--- config.mk ---
export PLATFORM = sky130hd
export DESIGN_NAME = iphm_ram
export DESIGN_NICKNAME = d
export VERILOG_FILES = /design/src/sv/id_pair_hash_map_defines.svh /design/src/sv/iphm_ram.sv
export SDC_FILE = /design/constraint.sdc
export NUM_CORES = 1
export LEC_CHECK = 0
export BUFFER_PORTS_ARGS = -buffer_cell sky130_fd_sc_hd__buf_2
export CORE_MARGIN = 4
export CORE_UTILIZATION = 45
export CTS_CLUSTER_DIAMETER = 30
export DETAILED_ROUTE_END_ITERATION = 10
export PLACE_DENSITY = 0.58
export SLEW_MARGIN = 5
export SYNTH_ARGS = -nofsm -noshare
export SYNTH_HDL_FRONTEND = slang
export SYNTH_SLANG_ARGS = --single-unit
--- constraint.sdc ---
create_clock -name clk_i -period 3.2 [get_ports clk_i]
set_input_delay 0.32 -clock clk_i [delete_from_list [all_inputs] [get_ports clk_i]]
set_output_delay 0.32 -clock clk_i [all_outputs]
set_load 0.01 [all_outputs]
--- src/sv/id_pair_hash_map_defines.svh ---
// ----------------------------------------------------------------------------
// id_pair_hash_map_defines : assertion macros
// Concurrent assertion wrappers, empty when SYNTHESIS is set.
// ----------------------------------------------------------------------------
`ifndef ID_PAIR_HASH_MAP_DEFINES_SVH
`define ID_PAIR_HASH_MAP_DEFINES_SVH

`ifndef SYNTHESIS
// Checked only while out of reset.
`define IPHM_ASSERT(name, clk, rst_n, prop) \
  name: assert property (@(posedge clk) disable iff (!rst_n) prop) \
    else $error("id_pair_hash_map assertion failed");
// Checked at every edge, reset included.
`define IPHM_ASSERT_ALWAYS(name, clk, prop) \
  name: assert property (@(posedge clk) prop) \
    else $error("id_pair_hash_map assertion failed");
`else
`define IPHM_ASSERT(name, clk, rst_n, prop)
`define IPHM_ASSERT_ALWAYS(name, clk, prop)
`endif

`endif

--- src/sv/iphm_ram.sv ---
// ----------------------------------------------------------------------------
// iphm_ram : generic single-write, single-read RAM
// One write port, one read port, registered read data.
// ----------------------------------------------------------------------------
module iphm_ram #(
  parameter int WIDTH = 8,
  parameter int DEPTH = 16
) (
  input  logic                     clk_i,
  input  logic                     we_i,
  input  logic [$clog2(DEPTH)-1:0] waddr_i,
  input  logic [WIDTH-1:0]         wdata_i,
  input  logic [$clog2(DEPTH)-1:0] raddr_i,
  output logic [WIDTH-1:0]         rdata_o
);

  logic [WIDTH-1:0] mem_q [DEPTH];

  always_ff @(posedge clk_i) begin
    if (we_i) begin
      mem_q[waddr_i] <= wdata_i;
    end
    rdata_o <= mem_q[raddr_i];
  end

endmodule

==> results of run 1 <==
worst max-delay path, cell delays in order:
cell                      delay, ps
sky130_fd_sc_hd__buf_2          450
sky130_fd_sc_hd__buf_4          310
sky130_fd_sc_hd__mux4_1         560
sky130_fd_sc_hd__a22oi_1        200
sky130_fd_sc_hd__nand2_1         80
per-layer routing:
metal / GRT usage / part of all wire
met2: 0.247 / 0.48
met1: 0.222 / 0.45
met4: 0.0540 / 0.010
met5: 0 / 0
met3: 0.0568 / 0.057
metrics by stage:
step | setup slack (ps) | cells
final | 1560 | 425
after global routing | 1370 | 425
after CTS | 1530 | 425
after detailed placement | 1090 | 393
after global placement | 1120 | 393
after floorplan | 1390 | 229
cell families after synthesis:
group / after synthesis / synth area share
AO/OA/AOI/OAI: 16 / 0.0233
buffers and inverters: 10 / 0.0168
flip-flops: 136 / 0.778
multiplexers: 32 / 0.150
AND/OR/NAND/NOR: 35 / 0.0318
state kept, by name, indices dropped and copies added (netlist names):
register / count
rdata_o: 8
mem_q: 128
power groups by stage:
stage / clock network [µW] / registers, µW / logic, µW
after floorplan: 0 / 2040 / 101
final: 1770 / 2000 / 179
after global routing: 1890 / 2010 / 199
after global placement: 0 / 2040 / 180
after CTS: 1800 / 2000 / 183
after detailed placement: 0 / 2040 / 183
worst paths after layout:
| path | to | slack [ps] | depth (start not counted) | startpoint |
|---|---|---|---|---|
| worst min-delay path | mem_q[3][4]$_DFFE_PP_ | 300 | 1 | wdata_i[4] |
| worst max-delay path | rdata_o[4]$_DFF_P_ | 1560 | 5 | raddr_i[0] |
| worst min register to register | rdata_o[3]$_DFF_P_ | 670 | 3 | mem_q[15][3]$_DFFE_PP_ |
| worst max register to register | rdata_o[1]$_DFF_P_ | 1820 | 3 | mem_q[0][1]$_DFFE_PP_ |
final cells by class:
type / instances / area share
sequential: 136 / 0.671
clock inverter: 4 / 0.00754
timing repair buffer: 34 / 0.0323
clock buffer: 28 / 0.0832
multi-input combinational: 83 / 0.177
tap: 140 / 0.0293
synth_stat cells:
cell                              count
sky130_fd_sc_hd__nor3_1               4
sky130_fd_sc_hd__mux4_1              14
sky130_fd_sc_hd__and2b_1              1
sky130_fd_sc_hd__buf_6                3
sky130_fd_sc_hd__nor2b_1              1
sky130_fd_sc_hd__nand3_1              1
sky130_fd_sc_hd__or3b_2               1
sky130_fd_sc_hd__nand3b_1             2
sky130_fd_sc_hd__clkdlybuf4s25_2      3
sky130_fd_sc_hd__a22oi_1             16
sky130_fd_sc_hd__dfxtp_1              8
sky130_fd_sc_hd__buf_4                1
sky130_fd_sc_hd__nand2_1              9
sky130_fd_sc_hd__buf_2                3
sky130_fd_sc_hd__mux4_2              18
sky130_fd_sc_hd__nand2b_1             2
sky130_fd_sc_hd__nor2_1              13
sky130_fd_sc_hd__and2_1               1
sky130_fd_sc_hd__edfxtp_1           128
==> results.py, run 1 <==
metrics = {
    "status": {
        "result_of_the_run": "finished clean",
    },
    "synthesis": {
        "synthCells": 229,
        "synth_area_leaders": "sky130_fd_sc_hd__edfxtp_1 75%, sky130_fd_sc_hd__mux4_2 7.9%, sky130_fd_sc_hd__mux4_1 7.1%",
        "mean_syn_cell_area_um2": 22.5,
        "post_synthesis_cell_type_with_the_largest_combined_area": "sky130_fd_sc_hd__edfxtp_1",
        "synth.yosys.seq_area_share": 0.778,
        "yosysWarnings": 0,
        "postSynthRegisterBits": 136,
        "synth.cell_area_um2": 5150,
        "netlist-cell-type-count": 19,
        "post_synth_net_total": 247,
        "synth_top_area_share": 0.747,
    },
    "pwr": {
        "share_seq_of_total_power": 0.507,
        "power.share.switching": 0.191,
        "max-vdd-ir-drop_mv": 0.439,
        "cell_internal_pwr_uw": 3190,
        "p_sw_uw": 755,
        "clock_power_share": 0.447,
        "power.combinational.fraction": 0.045,
        "leakage_uw": 0.00201,
        "pwr_density_cell_nw_per_um2": 661,
        "report.power.total_uw": 3950,
    },
    "clock_tree": {
        "clock_sinks": 136,
        "cts_hold_repair.buffers": 0,
        "clock_latency_ps": 400,
        "clockBufferDepth": 2,
        "cts_tree": "built",
        "ctsHtreeMaxLevel": 4,
        "cts.clk_slew.worst_paths_ps": 60,
        "cts_resized": 0,
        "post-cts-setup-buffers": 0,
        "cts_root_buffer": "sky130_fd_sc_hd__clkbuf_16",
        "cts_buffers": 17,
    },
    "routing": {
        "total_number_of_vias": 2375,
        "antenna_left": 0,
        "remaining_drc_errors": 0,
        "finalWirelength_um": 9640,
        "wire_per_inst_um": 22.7,
        "firstDrtPassIters": 4,
        "vias_per_cell": 5.59,
        "drt-initial-drc-count": 168,
    },
    "floorplanning": {
        "die_width_um": 115,
        "rows": 38,
        "floorplan.die_area_um2": 13200,
        "floorplan.core_area_um2": 11000,
        "effective_utilization_at_floorplan": 0.467,
        "boundaryPins": 26,
        "fp.dieH_um": 115,
    },
    "sta": {
        "layout_min_cycle_time_ps": 1640,
        "rsz0062_at_grt": "false",
        "fin_skew_ps": 5.12,
        "fmax_mhz": 608,
        "report.final.slew_viol_count": 0,
        "tns_ps": 0,
        "tightestPinTransition_ps": 928,
        "final-setup-viol-count": 0,
        "min_period_over_period": 0.514,
        "slew-limit-headroom": 0.379,
        "timing_hold_violations_final": 0,
        "whs_ps": 298,
    },
    "global_routing": {
        "grt_start_max_net_pins": 33,
        "gr-usage-all-layers": 0.163,
        "grt_antenna_before_repair": 0,
        "grt_first_pass_wirelength_um": 15000,
        "global_route.overflow_total": 0,
        "grt_pass1_vias": 2510,
    },
    "worst_setup_path": {
        "criticalPathCategory": "in -> reg",
        "timing.critical_path.arrival_ps": 1930,
        "start_kind": "input port",
        "maximum_fanout_along_the_worst_path": 18,
        "critical_path.endpoint_type": "register",
        "worst_ep_required_time_ps": 3480,
    },
    "placement": {
        "port-buffer-count": 25,
        "place_congestion": 0.703,
        "hpwl_um": 6020,
        "detailed_place.area_um2": 5430,
    },
    "job": {
        "cap_violations": 0,
    },
    "finish": {
        "layout.area.seq_um2": 4000,
        "post_route_cells_drive_above_1_share": 0.270,
        "layout.cells.most_common": "sky130_fd_sc_hd__edfxtp_1",
        "antenna-diode-count": 0,
        "layout.cells.most_common_list": "128 x sky130_fd_sc_hd__edfxtp_1, 25 x sky130_fd_sc_hd__buf_2, 18 x sky130_fd_sc_hd__mux4_2, 17 x sky130_fd_sc_hd__clkbuf_16, 16 x sky130_fd_sc_hd__a22oi_1",
        "utilization": 0.541,
        "synthToLayoutAreaGrowth_pct": 16.0,
        "num-nets-final": 290,
        "final_design_area_no_fill_um2": 5970,
        "final.fill_count": 859,
        "multiInputGateArea_um2": 1060,
    },
    "hold_path": {
        "hold_class": "in -> reg",
    },
}
No activity file was read; power rests on OpenSTA's default activity.
==> inputs of run 2 (changes only) <==
--- a/config.mk
+++ b/config.mk
@@ -10,7 +10,7 @@
 export CORE_UTILIZATION = 45
 export CTS_CLUSTER_DIAMETER = 30
 export DETAILED_ROUTE_END_ITERATION = 10
-export PLACE_DENSITY = 0.58
+export PLACE_DENSITY = 0.6
 export SLEW_MARGIN = 5
 export SYNTH_ARGS = -nofsm -noshare
 export SYNTH_HDL_FRONTEND = slang
==> constraint.sdc (replaced) <==
create_clock -name clk_i -period 1.4 [get_ports clk_i]
set_input_delay 0.14 -clock clk_i [delete_from_list [all_inputs] [get_ports clk_i]]
set_output_delay 0.14 -clock clk_i [all_outputs]
set_load 0.01 [all_outputs]
==> run 2 against run 1 <==
- worst setup slack lost 1500 ps
- clock skew rose by 2.9 ps
- utilization increased by 2.7 points
- sequential share of layout area is 3.2 points lower
- total power grew 140%
- critical endpoint is now rdata_o[1]$_DFF_P_
- worst hold slack got worse by 180 ps
- flip-flop and latch count is the same
- clock-buffer cell count is 4 lower
==> results.py, run 2 (synthesis gave the netlist of run 1 again) <==
metrics = {
    "status": {
        "result_of_the_run": "finished clean",
    },
    "routing": {
        "drt-initial-drc-count": 173,
        "finalWirelength_um": 10300,
        "antenna_left": 0,
        "remaining_drc_errors": 0,
        "firstDrtPassIters": 4,
        "total_number_of_vias": 2475,
        "wire_per_inst_um": 22.9,
        "vias_per_cell": 5.51,
    },
    "pwr": {
        "p_sw_uw": 1810,
        "power.combinational.fraction": 0.050,
        "max-vdd-ir-drop_mv": 0.701,
        "cell_internal_pwr_uw": 7660,
        "power.share.switching": 0.192,
        "pwr_density_cell_nw_per_um2": 1510,
        "report.power.total_uw": 9470,
        "leakage_uw": 0.00217,
        "clock_power_share": 0.466,
        "share_seq_of_total_power": 0.484,
    },
    "worst_setup_path": {
        "critical_path.endpoint_type": "register",
        "ff2ff_path_depth": 3,
        "beginning_of_the_worst_register_to_register_path": "mem_q[9][1]$_DFFE_PP_",
        "timing.critical_path.arrival_ps": 1620,
        "reg2reg_slack_ps": 70,
        "maximum_fanout_along_the_worst_path": 1,
        "worst_ep_required_time_ps": 1690,
        "r2r-end": "rdata_o[1]$_DFF_P_",
        "criticalPathCategory": "reg -> reg",
        "start_kind": "register",
    },
    "clock_tree": {
        "ctsHtreeMaxLevel": 4,
        "clockBufferDepth": 2,
        "cts_tree": "built",
        "clock_latency_ps": 410,
        "clock_sinks": 136,
        "cts_root_buffer": "sky130_fd_sc_hd__clkbuf_16",
        "cts_buffers": 17,
        "cts.clk_slew.worst_paths_ps": 60,
    },
    "global_routing": {
        "grt_start_max_net_pins": 22,
        "grt_first_pass_wirelength_um": 16100,
        "global_route.overflow_total": 0,
        "gr-usage-all-layers": 0.173,
        "grt_pass1_vias": 2624,
        "grt_antenna_before_repair": 0,
    },
    "sta": {
        "min_period_over_period": 0.948,
        "tns_ps": 0,
        "fin_skew_ps": 8.00,
        "fmax_mhz": 753,
        "report.final.slew_viol_count": 0,
        "rsz0062_at_grt": "false",
        "setup_slack_ps": 72.3,
        "layout_min_cycle_time_ps": 1330,
        "final-setup-viol-count": 0,
        "timing_hold_violations_final": 0,
        "tightestPinTransition_ps": 782,
        "slew-limit-headroom": 0.477,
    },
    "placement": {
        "place_congestion": 0.753,
        "detailedPlace.worstSlack_ps": -145,
        "detailed_place.area_um2": 5680,
        "placed_cells": 417,
        "port-buffer-count": 25,
        "hpwl_um": 6750,
    },
    "floorplanning": {
        "die_width_um": 115,
        "boundaryPins": 26,
        "floorplan.core_area_um2": 11000,
        "floorplan.die_area_um2": 13200,
        "effective_utilization_at_floorplan": 0.467,
        "rows": 38,
        "fp.dieH_um": 115,
    },
    "hold_path": {
        "min_to": "mem_q[4][4]$_DFFE_PP_",
        "cells_on_worst_hold_path": 1,
        "hold_class": "in -> reg",
        "worstHoldStart": "wdata_i[4]",
    },
    "finish": {
        "final_design_area_no_fill_um2": 6270,
        "largest_reg_flops": 128,
        "layout.cells.most_common": "sky130_fd_sc_hd__edfxtp_1",
        "final.fill_count": 829,
        "layoutNonFillerInstCount": 449,
        "synthToLayoutAreaGrowth_pct": 21.9,
        "regMostFlops": "mem_q",
        "antenna-diode-count": 0,
        "largestRegisters": "mem_q x128, rdata_o x8",
        "post_route_cells_drive_above_1_share": 0.343,
        "num-nets-final": 314,
        "layout.cells.most_common_list": "128 x sky130_fd_sc_hd__edfxtp_1, 28 x sky130_fd_sc_hd__buf_4, 25 x sky130_fd_sc_hd__buf_2, 18 x sky130_fd_sc_hd__mux4_2, 17 x sky130_fd_sc_hd__clkbuf_16",
    },
    "job": {
        "cap_violations": 0,
    },
}
==> run 2: changes by cell type in the layout (fill, tap and decap cells not counted) <==
cell                         previous run  this run
sky130_fd_sc_hd__clkbuf_8               3         2
sky130_fd_sc_hd__a22oi_2                0         1
sky130_fd_sc_hd__bufinv_16              1         3
sky130_fd_sc_hd__nor3_1                 4         3
sky130_fd_sc_hd__buf_12                 0         5
sky130_fd_sc_hd__nor3_2                 0         1
sky130_fd_sc_hd__buf_4                  9        28
sky130_fd_sc_hd__clkinvlp_4             0         2
sky130_fd_sc_hd__clkbuf_1               8         5
sky130_fd_sc_hd__a22oi_1               16        15
==> run 2: per-layer routing <==
layer  global-route usage  routed length [µm]  vias to the layer above
li1                     -                   -                     1105
met1                0.243                4690                     1293
met2                0.264                5010                       63
met3               0.0411                 398                       14
met4               0.0681                 177                        0
met5                    0                   0                        -
==> run 2: what timing repair did <==
item,4_1_cts,5_1_grt
hold buffers,0,0
setup endpoints to repair,0,1
resized for setup,0,1
setup buffers,0,0
==> run 2: how the worst max path moves through the flow <==
| stage | slack, ps | from | to | depth (start not counted) |
|---|---|---|---|---|
| 5_1_grt | 20 | mem_q[2][6]$_DFFE_PP_ | rdata_o[6]$_DFF_P_ | 3 |
| 6_report | 70 | mem_q[9][1]$_DFFE_PP_ | rdata_o[1]$_DFF_P_ | 3 |
| 4_1_cts | 40 | mem_q[1][3]$_DFFE_PP_ | rdata_o[3]$_DFF_P_ | 3 |
| 2_1_floorplan | -6 | waddr_i[2] | mem_q[3][0]$_DFFE_PP_ | 2 |
| 3_3_place_gp | -130 | raddr_i[0] | rdata_o[3]$_DFF_P_ | 5 |
| 3_5_place_dp | -140 | raddr_i[0] | rdata_o[1]$_DFF_P_ | 5 |
==> run 2: cell type report <==
type / instances / area (µm²) / area share
clock buffers: 24 / 472 / 0.0752
clock inverters: 8 / 120 / 0.0191
multi-input cells: 83 / 1070 / 0.170
flip-flops and latches: 136 / 4000 / 0.638
well taps: 140 / 175 / 0.0279
repair buffers: 58 / 435 / 0.0694
==> run 2: power groups by stage <==
stage	registers [µW]	logic (µW)	clock network, µW
global placement	4660	471	0
floorplan	4670	231	0
detailed placement	4660	480	0
finish	4580	474	4420
global route	4590	517	4680
CTS	4580	481	4480
==> run 2: worst max-delay path, stage by stage (launching register included) <==
cell and delay (ps):
sky130_fd_sc_hd__edfxtp_1 370, sky130_fd_sc_hd__mux4_1 530, sky130_fd_sc_hd__a22oi_1 240, sky130_fd_sc_hd__nand2_1 70
==> run 2: per-stage QoR <==
step,util,hold slack [ps]
floorplan,-,239
detailed placement,0.515,542
CTS,0.568,106
global placement,0.515,528
global route,0.569,119
finish,0.569,119
