--- config.mk ---
export PLATFORM = sky130hd
export DESIGN_NAME = iphm_mod
export DESIGN_NICKNAME = d
export VERILOG_FILES = /design/src/sv/id_pair_hash_map_defines.svh /design/src/sv/iphm_pkg.sv /design/src/sv/iphm_mod.sv
export SDC_FILE = /design/constraint.sdc
export NUM_CORES = 1
export LEC_CHECK = 0
export BUFFER_PORTS_ARGS = -buffer_cell sky130_fd_sc_hd__buf_4
export CORE_MARGIN = 1
export CORE_UTILIZATION = 50
export CTS_CLUSTER_DIAMETER = 30
export DETAILED_ROUTE_END_ITERATION = 7
export GPL_TIMING_DRIVEN = 0
export PLACE_DENSITY = 0.73
export SETUP_SLACK_MARGIN = 0.2
export SKIP_LAST_GASP = 1
export SYNTH_ARGS = -nofsm -noshare
export SYNTH_HDL_FRONTEND = slang
export SYNTH_SLANG_ARGS = --single-unit
--- constraint.sdc ---
create_clock -name clk_i -period 3.1 [get_ports clk_i]
set_input_delay 0.62 -clock clk_i [delete_from_list [all_inputs] [get_ports clk_i]]
set_output_delay 0.62 -clock clk_i [all_outputs]
set_load 0.03 [all_outputs]
--- src/sv/id_pair_hash_map_defines.svh ---
// ----------------------------------------------------------------------------
// id_pair_hash_map_defines : assertion macros
// Concurrent assertion wrappers, empty when SYNTHESIS is set.
// ----------------------------------------------------------------------------
`ifndef ID_PAIR_HASH_MAP_DEFINES_SVH
`define ID_PAIR_HASH_MAP_DEFINES_SVH

`ifndef SYNTHESIS
// Checked only while out of reset.
`define IPHM_ASSERT(name, clk, rst_n, prop) \
  name: assert property (@(posedge clk) disable iff (!rst_n) prop) \
    else $error("id_pair_hash_map assertion failed");
// Checked at every edge, reset included.
`define IPHM_ASSERT_ALWAYS(name, clk, prop) \
  name: assert property (@(posedge clk) prop) \
    else $error("id_pair_hash_map assertion failed");
`else
`define IPHM_ASSERT(name, clk, rst_n, prop)
`define IPHM_ASSERT_ALWAYS(name, clk, prop)
`endif

`endif

--- src/sv/iphm_pkg.sv ---
// ----------------------------------------------------------------------------
// iphm_pkg : shared types and codes
// Command and result payloads, function and status codes, sequencer states.
// ----------------------------------------------------------------------------
package iphm_pkg;

  localparam int ID_W  = 15;
  localparam int MOD_W = 10;
  localparam logic [MOD_W-1:0] MODULUS_RESET = 10'd23;

  localparam logic [1:0] FN_INSERT = 2'd0;
  localparam logic [1:0] FN_S2C    = 2'd1;
  localparam logic [1:0] FN_C2S    = 2'd2;
  localparam logic [1:0] FN_NONE   = 2'd3;

  localparam logic [1:0] STS_OK        = 2'd0;
  localparam logic [1:0] STS_NOT_FOUND = 2'd1;
  localparam logic [1:0] STS_OVERFLOW  = 2'd2;
  localparam logic [1:0] STS_FULL      = 2'd3;

  localparam logic REG_USER_MOD  = 1'b0;
  localparam logic REG_GROUP_MOD = 1'b1;

  typedef struct packed {
    logic [1:0]        func;
    logic              map_select;
    logic signed [15:0] lookup_id;
    logic [ID_W-1:0]   insert_server_id;
    logic [ID_W-1:0]   insert_client_id;
  } iphm_cmd_t;

  typedef struct packed {
    logic [1:0]      status;
    logic [ID_W-1:0] mapped_id;
  } iphm_res_t;

  typedef struct packed {
    logic [ID_W-1:0]  dividend;
    logic [MOD_W-1:0] divisor;
  } iphm_div_req_t;

  typedef enum logic [3:0] {
    S_CLEAR,
    S_IDLE,
    S_START,
    S_DIV,
    S_PROBE,
    S_SLOT,
    S_PAIR,
    S_WR_PAIR,
    S_WR_S,
    S_WR_C
  } iphm_state_e;

endpackage

--- src/sv/iphm_mod.sv ---
// ----------------------------------------------------------------------------
// iphm_mod : bit-serial remainder unit
// Restoring division, one dividend bit per cycle; returns the remainder only.
// ----------------------------------------------------------------------------
module iphm_mod
  import iphm_pkg::*;
(
  input  logic             clk_i,
  input  logic             rst_ni,
  input  logic             start_i,
  input  iphm_div_req_t    req_i,
  output logic             done_o,
  output logic [MOD_W-1:0] rem_o
);

  localparam int CNT_W = $clog2(ID_W);

  logic             busy_q, busy_d;
  logic             done_q, done_d;
  logic [CNT_W-1:0] cnt_q, cnt_d;
  logic [ID_W-1:0]  dvd_q, dvd_d;
  logic [MOD_W-1:0] dvs_q, dvs_d;
  logic [MOD_W-1:0] rem_q, rem_d;
  logic [MOD_W:0]   shifted;

  always_comb begin
    busy_d  = busy_q;
    done_d  = 1'b0;
    cnt_d   = cnt_q;
    dvd_d   = dvd_q;
    dvs_d   = dvs_q;
    rem_d   = rem_q;
    shifted = {rem_q, dvd_q[ID_W-1]};
    if (start_i) begin
      busy_d = 1'b1;
      cnt_d  = '0;
      dvd_d  = req_i.dividend;
      dvs_d  = req_i.divisor;
      rem_d  = '0;
    end else if (busy_q) begin
      // subtract when the shifted partial remainder reaches the divisor
      if (shifted >= {1'b0, dvs_q}) begin
        rem_d = MOD_W'(shifted - {1'b0, dvs_q});
      end else begin
        rem_d = shifted[MOD_W-1:0];
      end
      dvd_d = {dvd_q[ID_W-2:0], 1'b0};
      cnt_d = cnt_q + 1'b1;
      if (cnt_q == CNT_W'(ID_W - 1)) begin
        busy_d = 1'b0;
        done_d = 1'b1;
      end
    end
  end

  always_ff @(posedge clk_i or negedge rst_ni) begin
    if (!rst_ni) begin
      busy_q <= 1'b0;
      done_q <= 1'b0;
      cnt_q  <= '0;
    end else begin
      busy_q <= busy_d;
      done_q <= done_d;
      cnt_q  <= cnt_d;
    end
  end

  always_ff @(posedge clk_i) begin
    dvd_q <= dvd_d;
    dvs_q <= dvs_d;
    rem_q <= rem_d;
  end

  assign done_o = done_q;
  assign rem_o  = rem_q;

endmodule
==> summary.txt, run 1 <==
Synthesis
  – Post-Syn Instances: 187
  – Syn Nets: roughly 230
  – FF+latch count, synth: between 40 and 50
  – Synth area leaders: edfxtp_1 (34%), dfxtp_1 (9.2%), mux2_2 (7.2%), dfrtp_1 (6.9%), ha_1 (6.9%)
  – Syn Std Cell Area: between 2000 and 2500 um2
  – EDFF count, synth: 25
  – Ys flop type: edfxtp_1
  – Synth cell types: 44
  – Synth top area share: around 34%
  – Cell taking the most area after synthesis: edfxtp_1
  – Seq/Total Area, Yosys: between 50% and 60%
  – Synthesis Warnings: 0
  – Avg Cell Area, Syn: between 10 and 15 um2
  – Post-synth ARST share: 14.6%

Clock network
  – Root Driver: clkbuf_8
  – Post-CTS Setup Inserts: 0
  – Post_cts resized: 0
  – Cts hold-fix bufs: 0
  – Clk buf depth: 2
  – CTS tree: built
  – Clk Latency, worst-skew pair: roughly 300 ps
  – H-Tree Depth: 2
  – Clock sink count: between 40 and 50
  – CTS buffer count: 5
  – Worst-path clk slew: 80 ps

Job
  – Maximum Capacitance Violations: 0

Timing
  – Final hold vios: 0
  – Worst Tran Pin Value: around 620 ps
  – Final setup TNS: 0 ps
  – Crit share post-route: 77.9%
  – RSZ-0062 raised after global routing: no
  – Max Freq: between 400 and 500 MHz
  – Clock Skews: between 3 and 4 ps
  – Crit path time final: approximately 2400 ps
  – Worst rel slew slack: 58.8%
  – Hold_ws: 112 ps
  – Final Worst Setup Slack: 684 ps
  – Max-slew violations: 0
  – Final setup fails: 0

Floorplanning
  – Core Area: 4090 um2
  – Die W: about 68 um
  – Initial Util: 53.5%
  – Die height: slightly below 70 um
  – Die Area: 4640 um2
  – I/O pin count: 39
  – Row Count: 23

Global routing
  – First-pass GRT wire length: 7310 um
  – GRT overflow: 0
  – Pin count of the biggest net entering global routing: 16
  – Initial antenna violation count: 0
  – Vias in the first global route: between 1,500 and 2,000
  – Global Route Usage Sum: between 20 and 25%

Setup path
  – Reg2reg end: rem_o[6]
  – Largest delay contributor family on the critical path: compound AO/OA/AOI/OAI gates
  – CP max stage cell: fa_1
  – Arrival time worst endpoint: between 2000 and 3000 ps
  – Crit path depth: 10
  – Critical Path RT: between 3000 and 4000 ps
  – Worst R2R Setup Slack: a little under 700 ps
  – Critical Path Start Type: flip-flop
  – Kind of critical path: flip-flop to flip-flop
  – R2r startpoint: dvd_q[14]
  – Setup crit end: rem_o[6]
  – Bufs and invs on worst path: 2
  – Crit. End Element: flip-flop
  – Worst Setup SP: dvd_q[14]
  – Most used cell, CP: inv_1
  – R2R cell count: 10
  – Worst-path cell chain: inv_1 > ha_1 > inv_1 > fa_1 > a211oi_1 > o21bai_1 > a21oi_1 > xnor2_1 > and3b_1 > nor3_1
  – Crit path largest cell delay: 440 ps
  – Top fanout value on the critical path: 3

Route
  – Final ANT Viol Nets: 0
  – Final wirelength: 4510 um
  – First-pass DRT Iterations: 4
  – Initial drt markers: just under 90
  – WL/cell: around 16 um
  – Vias after detailed routing: approximately 1,600
  – DRC: 0
  – Via density: roughly 5.6

Place
  – RD Place Congestion: 0.844
  – DP Worst Slack: 644 ps
  – Dpl hpwl: 3410 um
  – Port Buf Inserts: 38

Layout
  – Share of cells above drive strength 1: between 20% and 30%
  – # fillers: 350
  – Ant diodes: 0
  – Nets: ~270
  – Layout area overhead: 19.7%

Pwr
  – Pint: between 0.8 and 0.9 mW
  – PwrDens: ~450 nW/um2
  – Clock share of power: approximately 29%
  – Reg power frac: 54.0%
  – P_leak: approximately 1.1 nW
  – Pwr Total: between 1 and 1.5 mW
  – Net Sw Power: between 0.3 and 0.4 mW
  – Switching share of power: between 20% and 30%
  – Peak VDD IR: 0.000384 V
  – Comb pwr share: between 15 and 20%

Hold path
  – Worst hold-check path type: primary input to asynchronous set/reset pin

Outcome
  – Status: finished clean
-- synth_stat cells, types with 6 or more instances --
cell type	n
inv_1	13
nand2_1	7
mux2i_1	9
mux2_2	14
dfxtp_1	10
dfrtp_1	6
edfxtp_1	25
a211oi_1	8
clkbuf_1	6
nor2_1	17
ha_1	12
-- logic make-up (layout without fill, tap and decap cells) --
group,after synthesis,in the layout,synth area share (%)
flops,41,41,50.3
simple gates,48,48,11.0
mux,24,24,12.0
buf+inv,21,67,3.95
fa+ha+maj,13,13,7.78
compound gates,31,31,11.3
xor+xnor,9,9,3.60
-- worst min-delay path by stage --
| stage | from | to | cells past startpoint |
|---|---|---|---|
| finish | rst_ni | cnt_q[0] | 1 |
| detailed placement | rst_ni | cnt_q[3] | 1 |
| CTS | rst_ni | cnt_q[0] | 1 |
| global route | rst_ni | done_o | 1 |
| floorplan | rst_ni | busy_q | 0 |
| global placement | rst_ni | cnt_q[0] | 1 |
-- worst reg2reg max path, stage by stage, from the launching register on --
cell	delay (ps)
edfxtp_1	380
inv_1	90
ha_1	180
inv_1	80
fa_1	440
a211oi_1	330
o21bai_1	130
a21oi_1	200
xnor2_1	140
and3b_1	200
nor3_1	170
-- final cells by class --
cell class / instances / area [um2] / area share (%)
plain buffers: 8 / 37.5 / 1.43
clock buffers: 7 / 76.3 / 2.91
clock inverters: 1 / 7.51 / 0.287
inverters: 13 / 48.8 / 1.86
multi-input cells: 125 / 1000 / 38.2
flip-flops and latches: 41 / 1100 / 42.0
well taps: 50 / 62.6 / 2.39
repair buffers: 38 / 285 / 10.9
-- metrics by stage --
step                      cells  utilization (%)  cell area (um2)
final                       283             64.1             2620
after global routing        283             64.1             2620
after CTS                   283             64.1             2620
after detailed placement    275             62.0             2530
after global placement      275             62.0             2530
after floorplan             187                -             2190
-- routing by layer --
layer | vias up | global-route usage [%] | part of all wire [%]
li1 | 757 | - | -
met4 | 0 | 9.64 | 1.9
met1 | 765 | 26.5 | 41
met3 | 10 | 5.50 | 4.7
met5 | - | 0 | 0
met2 | 45 | 37.5 | 52
-- registers in the layout, indices dropped and copies added (netlist names) --
| signal | cells |
|---|---|
| cnt_q | 4 |
| busy_q | 1 |
| rem_o | 10 |
| done_o | 1 |
| dvs_q | 10 |
| dvd_q | 15 |
-- cell usage in the layout (no fill, tap or decap), types with 2 or more instances in the layout --
cell type / synthesis / final
nand2_1: 7 / 7
edfxtp_1: 25 / 25
nor3_1: 3 / 3
o22ai_1: 2 / 2
nor2b_1: 3 / 3
nand3_1: 3 / 3
nor2_1: 17 / 17
xnor2_1: 5 / 5
mux2_2: 14 / 14
nand2b_1: 5 / 5
a21oi_1: 5 / 5
dfrtp_1: 6 / 6
buf_4: 0 / 38
a211oi_2: 2 / 2
and2_1: 2 / 2
clkbuf_8: 0 / 5
ha_1: 12 / 12
a21o_1: 3 / 3
a211oi_1: 8 / 8
o211ai_1: 2 / 2
clkbuf_1: 6 / 8
dfxtp_1: 10 / 10
mux2i_1: 9 / 9
inv_1: 13 / 13
xor2_1: 4 / 4
-- power by group through the flow --
stage	Combinational [mW]	Clock [mW]	Sequential (mW)
after floorplan	0.125	0	0.655
after global placement	0.190	0	0.649
after detailed placement	0.202	0	0.651
after CTS	0.203	0.344	0.639
after global routing	0.222	0.367	0.643
final	0.203	0.342	0.639
(Power assumes the default switching activity.)
==> run 2: changes to the inputs <==
PLACE_DENSITY = 0.75   (was 0.73)
clock period = 2.02 ns   (was 3.1 ns; I/O delays follow)
==> run 2 against run 1 <==
The flow now finishes with violations (setup timing). Flip-flop and latch count unchanged. Worst setup slack lost 830 ps. Count of clock-buffer cells in the layout down 1. Clock skew is 0.64 ps higher. Non-clock buffer count rose by 16. Combinational power up 91%. Clock power grew 88%. Sequential power increased by 54%. Critical path type unchanged. Highest routed layer unchanged.
==> summary.txt, run 2 (synthesis gave the netlist of run 1 again) <==
Route
  – Final wirelength: ~5000 um
  – Via density: 5.57
  – DRC: 0
  – Vias after detailed routing: 1,664
  – WL/cell: 16.6 um
  – First-pass DRT Iterations: 5
  – Final ANT Viol Nets: 0
  – Initial drt markers: 67

Job
  – Maximum Capacitance Violations: 0

Floorplanning
  – Die height: slightly below 70 um
  – Initial Util: ~54%
  – Core Area: 4090 um2
  – Row Count: 23
  – Die Area: approximately 4600 um2
  – I/O pin count: 39
  – Die W: between 60 and 70 um

Pwr
  – Net Sw Power: a little under 0.5 mW
  – Clock share of power: between 30% and 40%
  – Comb pwr share: approximately a fifth
  – P_leak: between 1 and 1.5 nW
  – Reg power frac: 48.8%
  – Pint: roughly 1.5 mW
  – PwrDens: 683 nW/um2
  – Pwr Total: between 2 and 2.5 mW
  – Peak VDD IR: 0.000502 V
  – Switching share of power: between 20% and 30%

Layout
  – Nets: about 290
  – Max reg flops: 15
  – Most frequent cells in the layout: buf_4 (51), edfxtp_1 (25), nor2_1 (16)
  – Ant diodes: 0
  – Share of cells above drive strength 1: between 40% and 50%
  – Layout area overhead: 34.8%
  – Area of the multi-input gates: roughly 1100 um2
  – Final instance area: just under 3000 um2
  – # fillers: 280
  – Final instance count without filler cells: 299
  – Storage cell area: 1120 um2
  – Most flops, register: dvd_q
  – Final core occ: slightly above 70%
  – Commonest non-fill, non-tap cell in the layout: buf_4

Place
  – Dpl cell area: 2650 um2
  – Dpl cells: around 280
  – Dpl hpwl: about 3400 um
  – Port Buf Inserts: 38
  – RD Place Congestion: about 0.83

Hold path
  – Worst hold-check path type: primary input to flip-flop
  – Hold path endpoint: dvs_q[3]
  – HP Start: req_i[3]
  – WHS Path Cells: 1

Timing
  – Worst Tran Pin Value: roughly 550 ps
  – Worst rel slew slack: 63.2%
  – Crit share post-route: 107%
  – Clock Skews: approximately 4 ps
  – Max Freq: approximately 460 MHz
  – RSZ-0062 raised after global routing: yes
  – Final hold vios: 0
  – Max-slew violations: 0
  – Hold_ws: ~290 ps
  – Final Worst Setup Slack: -146 ps
  – Final setup fails: 9
  – Crit path time final: between 2000 and 2500 ps

Setup path
  – Critical Path RT: around 2200 ps
  – Reg2reg end: rem_o[0]
  – Crit. End Element: flip-flop
  – Top fanout value on the critical path: 6
  – Arrival time worst endpoint: between 2000 and 2500 ps
  – Worst R2R Setup Slack: -150 ps
  – R2R cell count: 9
  – Kind of critical path: flip-flop to flip-flop
  – Critical Path Start Type: flip-flop
  – R2r startpoint: dvs_q[2]

Clock network
  – Clk Latency, worst-skew pair: 290 ps
  – Root Driver: clkbuf_8
  – Worst-path clk slew: 80 ps
  – CTS buffer count: 5
  – Clock sink count: 41
  – CTS tree: built
  – H-Tree Depth: 2
  – Clk buf depth: 2

Global routing
  – Initial antenna violation count: 0
  – Global Route Usage Sum: roughly a quarter
  – First-pass GRT wire length: around 7700 um
  – GRT overflow: 0
  – Pin count of the biggest net entering global routing: 16
  – Vias in the first global route: 1,617

Outcome
  – Status: finished, violations left
  – Violated checks: setup timing
-- run 2: worst max-delay path: stages, from the launching register on --
cell      delay, ps
edfxtp_1        320
inv_1            60
ha_4            300
nor2_1           50
a211o_1         330
a31oi_4         210
o21a_1          190
buf_6           140
mux2_4          300
a211oi_2        160
-- run 2: final cells by class --
cell class	count	area share, %
multi-input cells	125	39.0
flip-flops and latches	41	38.2
repair buffers	54	14.1
clock buffers	6	2.46
well taps	50	2.12
inverters	13	1.66
plain buffers	8	1.40
clock inverters	2	1.15
-- run 2: what timing repair did --
action,in CTS,in global routing
hold endpoints to repair,6,0
pin swaps,12,14
setup buffers,11,3
setup endpoints to repair,25,10
resized for setup,13,9
gates cloned,1,0
hold buffers,1,0
-- run 2: power by group through the flow --
stage,clock network [mW],logic [mW],registers [mW]
2_1_floorplan,0,0.216,1.00
5_1_grt,0.686,0.422,0.989
3_5_place_dp,0,0.332,0.999
3_3_place_gp,0,0.318,0.996
6_report,0.644,0.387,0.983
4_1_cts,0.655,0.368,0.981
-- run 2: worst max-delay path by stage --
stage / startpoint / slack (ps) / to / cells after the start
CTS: dvs_q[1] / -120 / rem_o[0] / 9
global placement: start_i / -200 / dvd_q[14] / 4
floorplan: rem_o[0] / -30 / rem_o[0] / 8
global route: dvs_q[8] / -230 / rem_o[4] / 10
finish: dvs_q[2] / -150 / rem_o[0] / 9
detailed placement: dvd_q[14] / -230 / rem_o[8] / 10
-- run 2: routing by layer --
layer,GRT usage (%),share of wire [%],vias up
met2,39.5,51,41
li1,-,-,793
met1,29.6,44,823
met5,0,0,-
met3,4.67,3.8,7
met4,7.29,1.1,0
-- run 2: stage by stage --
step | setup WS [ps] | setup TNS (ps)
floorplan | -31.8 | -31.8
global placement | -204 | -3620
detailed placement | -231 | -4240
CTS | -122 | -721
global route | -228 | -1790
finish | -146 | -947
==> run 3: changes to the inputs <==
ABC_AREA = 1   (was unset)
==> run 3 against run 2 <==
Fmax rose by 20%. Final cell count up 30%. Critical path depth grew 3. Non-clock buffer count down 10. Combinational power grew to 5.3 times the previous value. Utilization down 4.5 points. The flow now finishes without violations. Via count rose by 20%. First-iteration DRC count up 27%. Wire length grew 3.4%.
==> summary.txt, run 3 <==
Outcome
  – Status: finished clean

Pwr
  – Pwr Total: about 3.9 mW
  – PwrDens: around 1300 nW/um2
  – P_leak: between 1.5 and 2 nW
  – Reg power frac: between 30% and 40%
  – Comb pwr share: between 50% and 60%
  – Net Sw Power: about 1.6 mW
  – Pint: around 2.3 mW
  – Peak VDD IR: approximately 0.00066 V
  – Clock share of power: around 17%
  – Switching share of power: between 40% and 50%

Global routing
  – Initial antenna violation count: 0
  – Pin count of the biggest net entering global routing: 14
  – Vias in the first global route: 1,845
  – First-pass GRT wire length: about 8100 um
  – GRT overflow: 0
  – Global Route Usage Sum: around a fifth

Layout
  – Area of the multi-input gates: 1130 um2
  – Commonest non-fill, non-tap cell in the layout: nand2_1
  – Storage cell area: ~1100 um2
  – # fillers: 367
  – Nets: ~380
  – Share of cells above drive strength 1: between 20 and 30%
  – Max reg flops: 15
  – Most flops, register: dvd_q
  – Ant diodes: 0
  – Final instance count without filler cells: 388
  – Most frequent cells in the layout: nand2_1 (106), buf_4 (43), inv_1 (35)
  – Layout area overhead: 28.1%

Synthesis
  – Syn Nets: ~320
  – FF+latch count, synth: 41
  – Count leader, synth: nand2_1
  – Cell taking the most area after synthesis: edfxtp_1
  – Syn Std Cell Area: around 2300 um2
  – Synth cell types: 29
  – Avg Cell Area, Syn: 8.27 um2
  – EDFF count, synth: 25
  – Post-Syn Instances: 282
  – Synthesis Warnings: 0
  – Synth area leaders: edfxtp_1 (32%), nand2_1 (17%), dfxtp_1 (8.6%), dfrtp_1 (6.4%), ha_1 (6.4%)
  – Post-synth ARST share: between 10% and 20%
  – Post-synth top cells: nand2_1 (107), inv_1 (39), edfxtp_1 (25), nand3_1 (21), ha_1 (12)
  – Ys flop type: edfxtp_1
  – Synth top area share: between 30% and 40%
  – Seq/Total Area, Yosys: approximately 47%

Setup path
  – Critical Path RT: 2220 ps
  – Kind of critical path: flip-flop to flip-flop
  – Arrival time worst endpoint: roughly 2000 ps
  – Crit. End Element: flip-flop
  – Critical Path Start Type: flip-flop
  – Top fanout value on the critical path: 7

Clock network
  – CTS tree: built
  – H-Tree Depth: 2
  – Clock sink count: 41
  – Root Driver: clkbuf_8
  – Worst-path clk slew: 80 ps
  – Clk buf depth: 2
  – Clk Latency, worst-skew pair: 300 ps
  – CTS buffer count: 5

Route
  – Initial drt markers: between 80 and 90
  – First-pass DRT Iterations: 4
  – DRC: 0
  – Vias after detailed routing: between 2,000 and 2,500
  – WL/cell: 13.2 um
  – Via density: 5.17
  – Final wirelength: ~5000 um
  – Final ANT Viol Nets: 0

Floorplanning
  – Die W: approximately 70 um
  – Row Count: 24
  – Core Area: 4410 um2
  – I/O pin count: 39
  – Die height: between 70 and 80 um
  – Die Area: roughly 5000 um2
  – Initial Util: 52.8%

Place
  – Dpl cells: approximately 370
  – RD Place Congestion: roughly 0.83
  – Dpl hpwl: 3430 um
  – Port Buf Inserts: 38

Hold path
  – Worst hold-check path type: primary input to flip-flop

Timing
  – Max Freq: between 500 and 600 MHz
  – Final setup fails: 0
  – Clock Skews: about 6.8 ps
  – Worst rel slew slack: about 74%
  – Hold_ws: roughly 280 ps
  – Max-slew violations: 0
  – Crit share post-route: between 80% and 90%
  – RSZ-0062 raised after global routing: no
  – Final setup TNS: 0 ps
  – Final hold vios: 0
  – Crit path time final: around 1800 ps
  – Worst Tran Pin Value: 387 ps

Job
  – Maximum Capacitance Violations: 0
[run 3: cells by family (layout without fill, tap and decap cells)]
kind of cell             after synthesis  in the layout  synth area share [%]
AND/OR/NAND/NOR                      163            163                  31.7
AO/OA/AOI/OAI                         15             15                  3.97
adder cells (fa/ha/maj)               13             13                  7.30
flip-flops                            41             41                  47.2
buffers and inverters                 47            101                  8.64
XOR/XNOR                               3              3                  1.13
[run 3: final timing paths]
check | startpoint | endpoint | slack [ps] | cells after the start
max | dvs_q[2] | rem_o[6] | 220 | 12
min | req_i[1] | dvs_q[1] | 280 | 1
max reg2reg | dvs_q[2] | rem_o[6] | 220 | 12
min reg2reg | rem_o[8] | rem_o[8] | 490 | 2
max in group asynchronous | rst_ni | busy_q | 1460 | 2
min in group asynchronous | rst_ni | cnt_q[0] | 440 | 2
[run 3: final cells by class]
cell class | count | share of cell area (%)
Inverter | 40 | 5.16
Clock inverter | 3 | 1.38
Timing Repair inverter | 1 | 0.251
Sequential cell | 41 | 36.9
Timing Repair Buffer | 45 | 12.0
Multi-Input combinational cell | 194 | 37.7
Tap cell | 52 | 2.18
Buffer | 7 | 2.14
Clock buffer | 5 | 2.31
[run 3: per-layer routing]
layer / wire, um / up-vias / track usage [%]
li1: - / 1000 / -
met1: 2200 / 926 / 25.6
met2: 2480 / 60 / 34.8
met3: 264 / 19 / 4.76
met4: 183 / 0 / 10.4
met5: 0 / - / 0
[run 3: repair_timing]
action / CTS / global route
endpoints found under the hold margin: 6 / 0
hold buffers: 1 / 0
gates cloned: 1 / 1
endpoints found under the setup margin: 22 / 21
buffers inserted: 0 / 5
resized for setup: 5 / 21
pin swaps: 0 / 8
[run 3: power by group through the flow]
stage	clock, mW	sequential (mW)	combinational (mW)
6_report	0.652	1.16	2.05
5_1_grt	0.707	1.18	2.23
4_1_cts	0.665	1.15	1.80
3_5_place_dp	0	1.17	1.78
3_3_place_gp	0	1.16	1.74
2_1_floorplan	0	1.32	1.18
[run 3: worst max-delay path, stage by stage, from the launching register on]
cell and delay (ps):
edfxtp_1 390, inv_2 80, ha_4 190, buf_6 130, a21oi_4 130, nand2_2 90
nand2_2 90, nand2_2 90, nand2_4 120, clkbuf_16 160, nand3b_1 90, nand3_1 90
nand2_1 50
[run 3: per-stage QoR]
stage / util (%) / setup slack, ps / cell area [um2]
global placement: 60.7 / -249 / 2680
CTS: 63.9 / 239 / 2820
floorplan: - / 219 / 2330
detailed placement: 60.7 / -314 / 2680
global route: 67.6 / 144 / 2990
finish: 67.6 / 222 / 2990
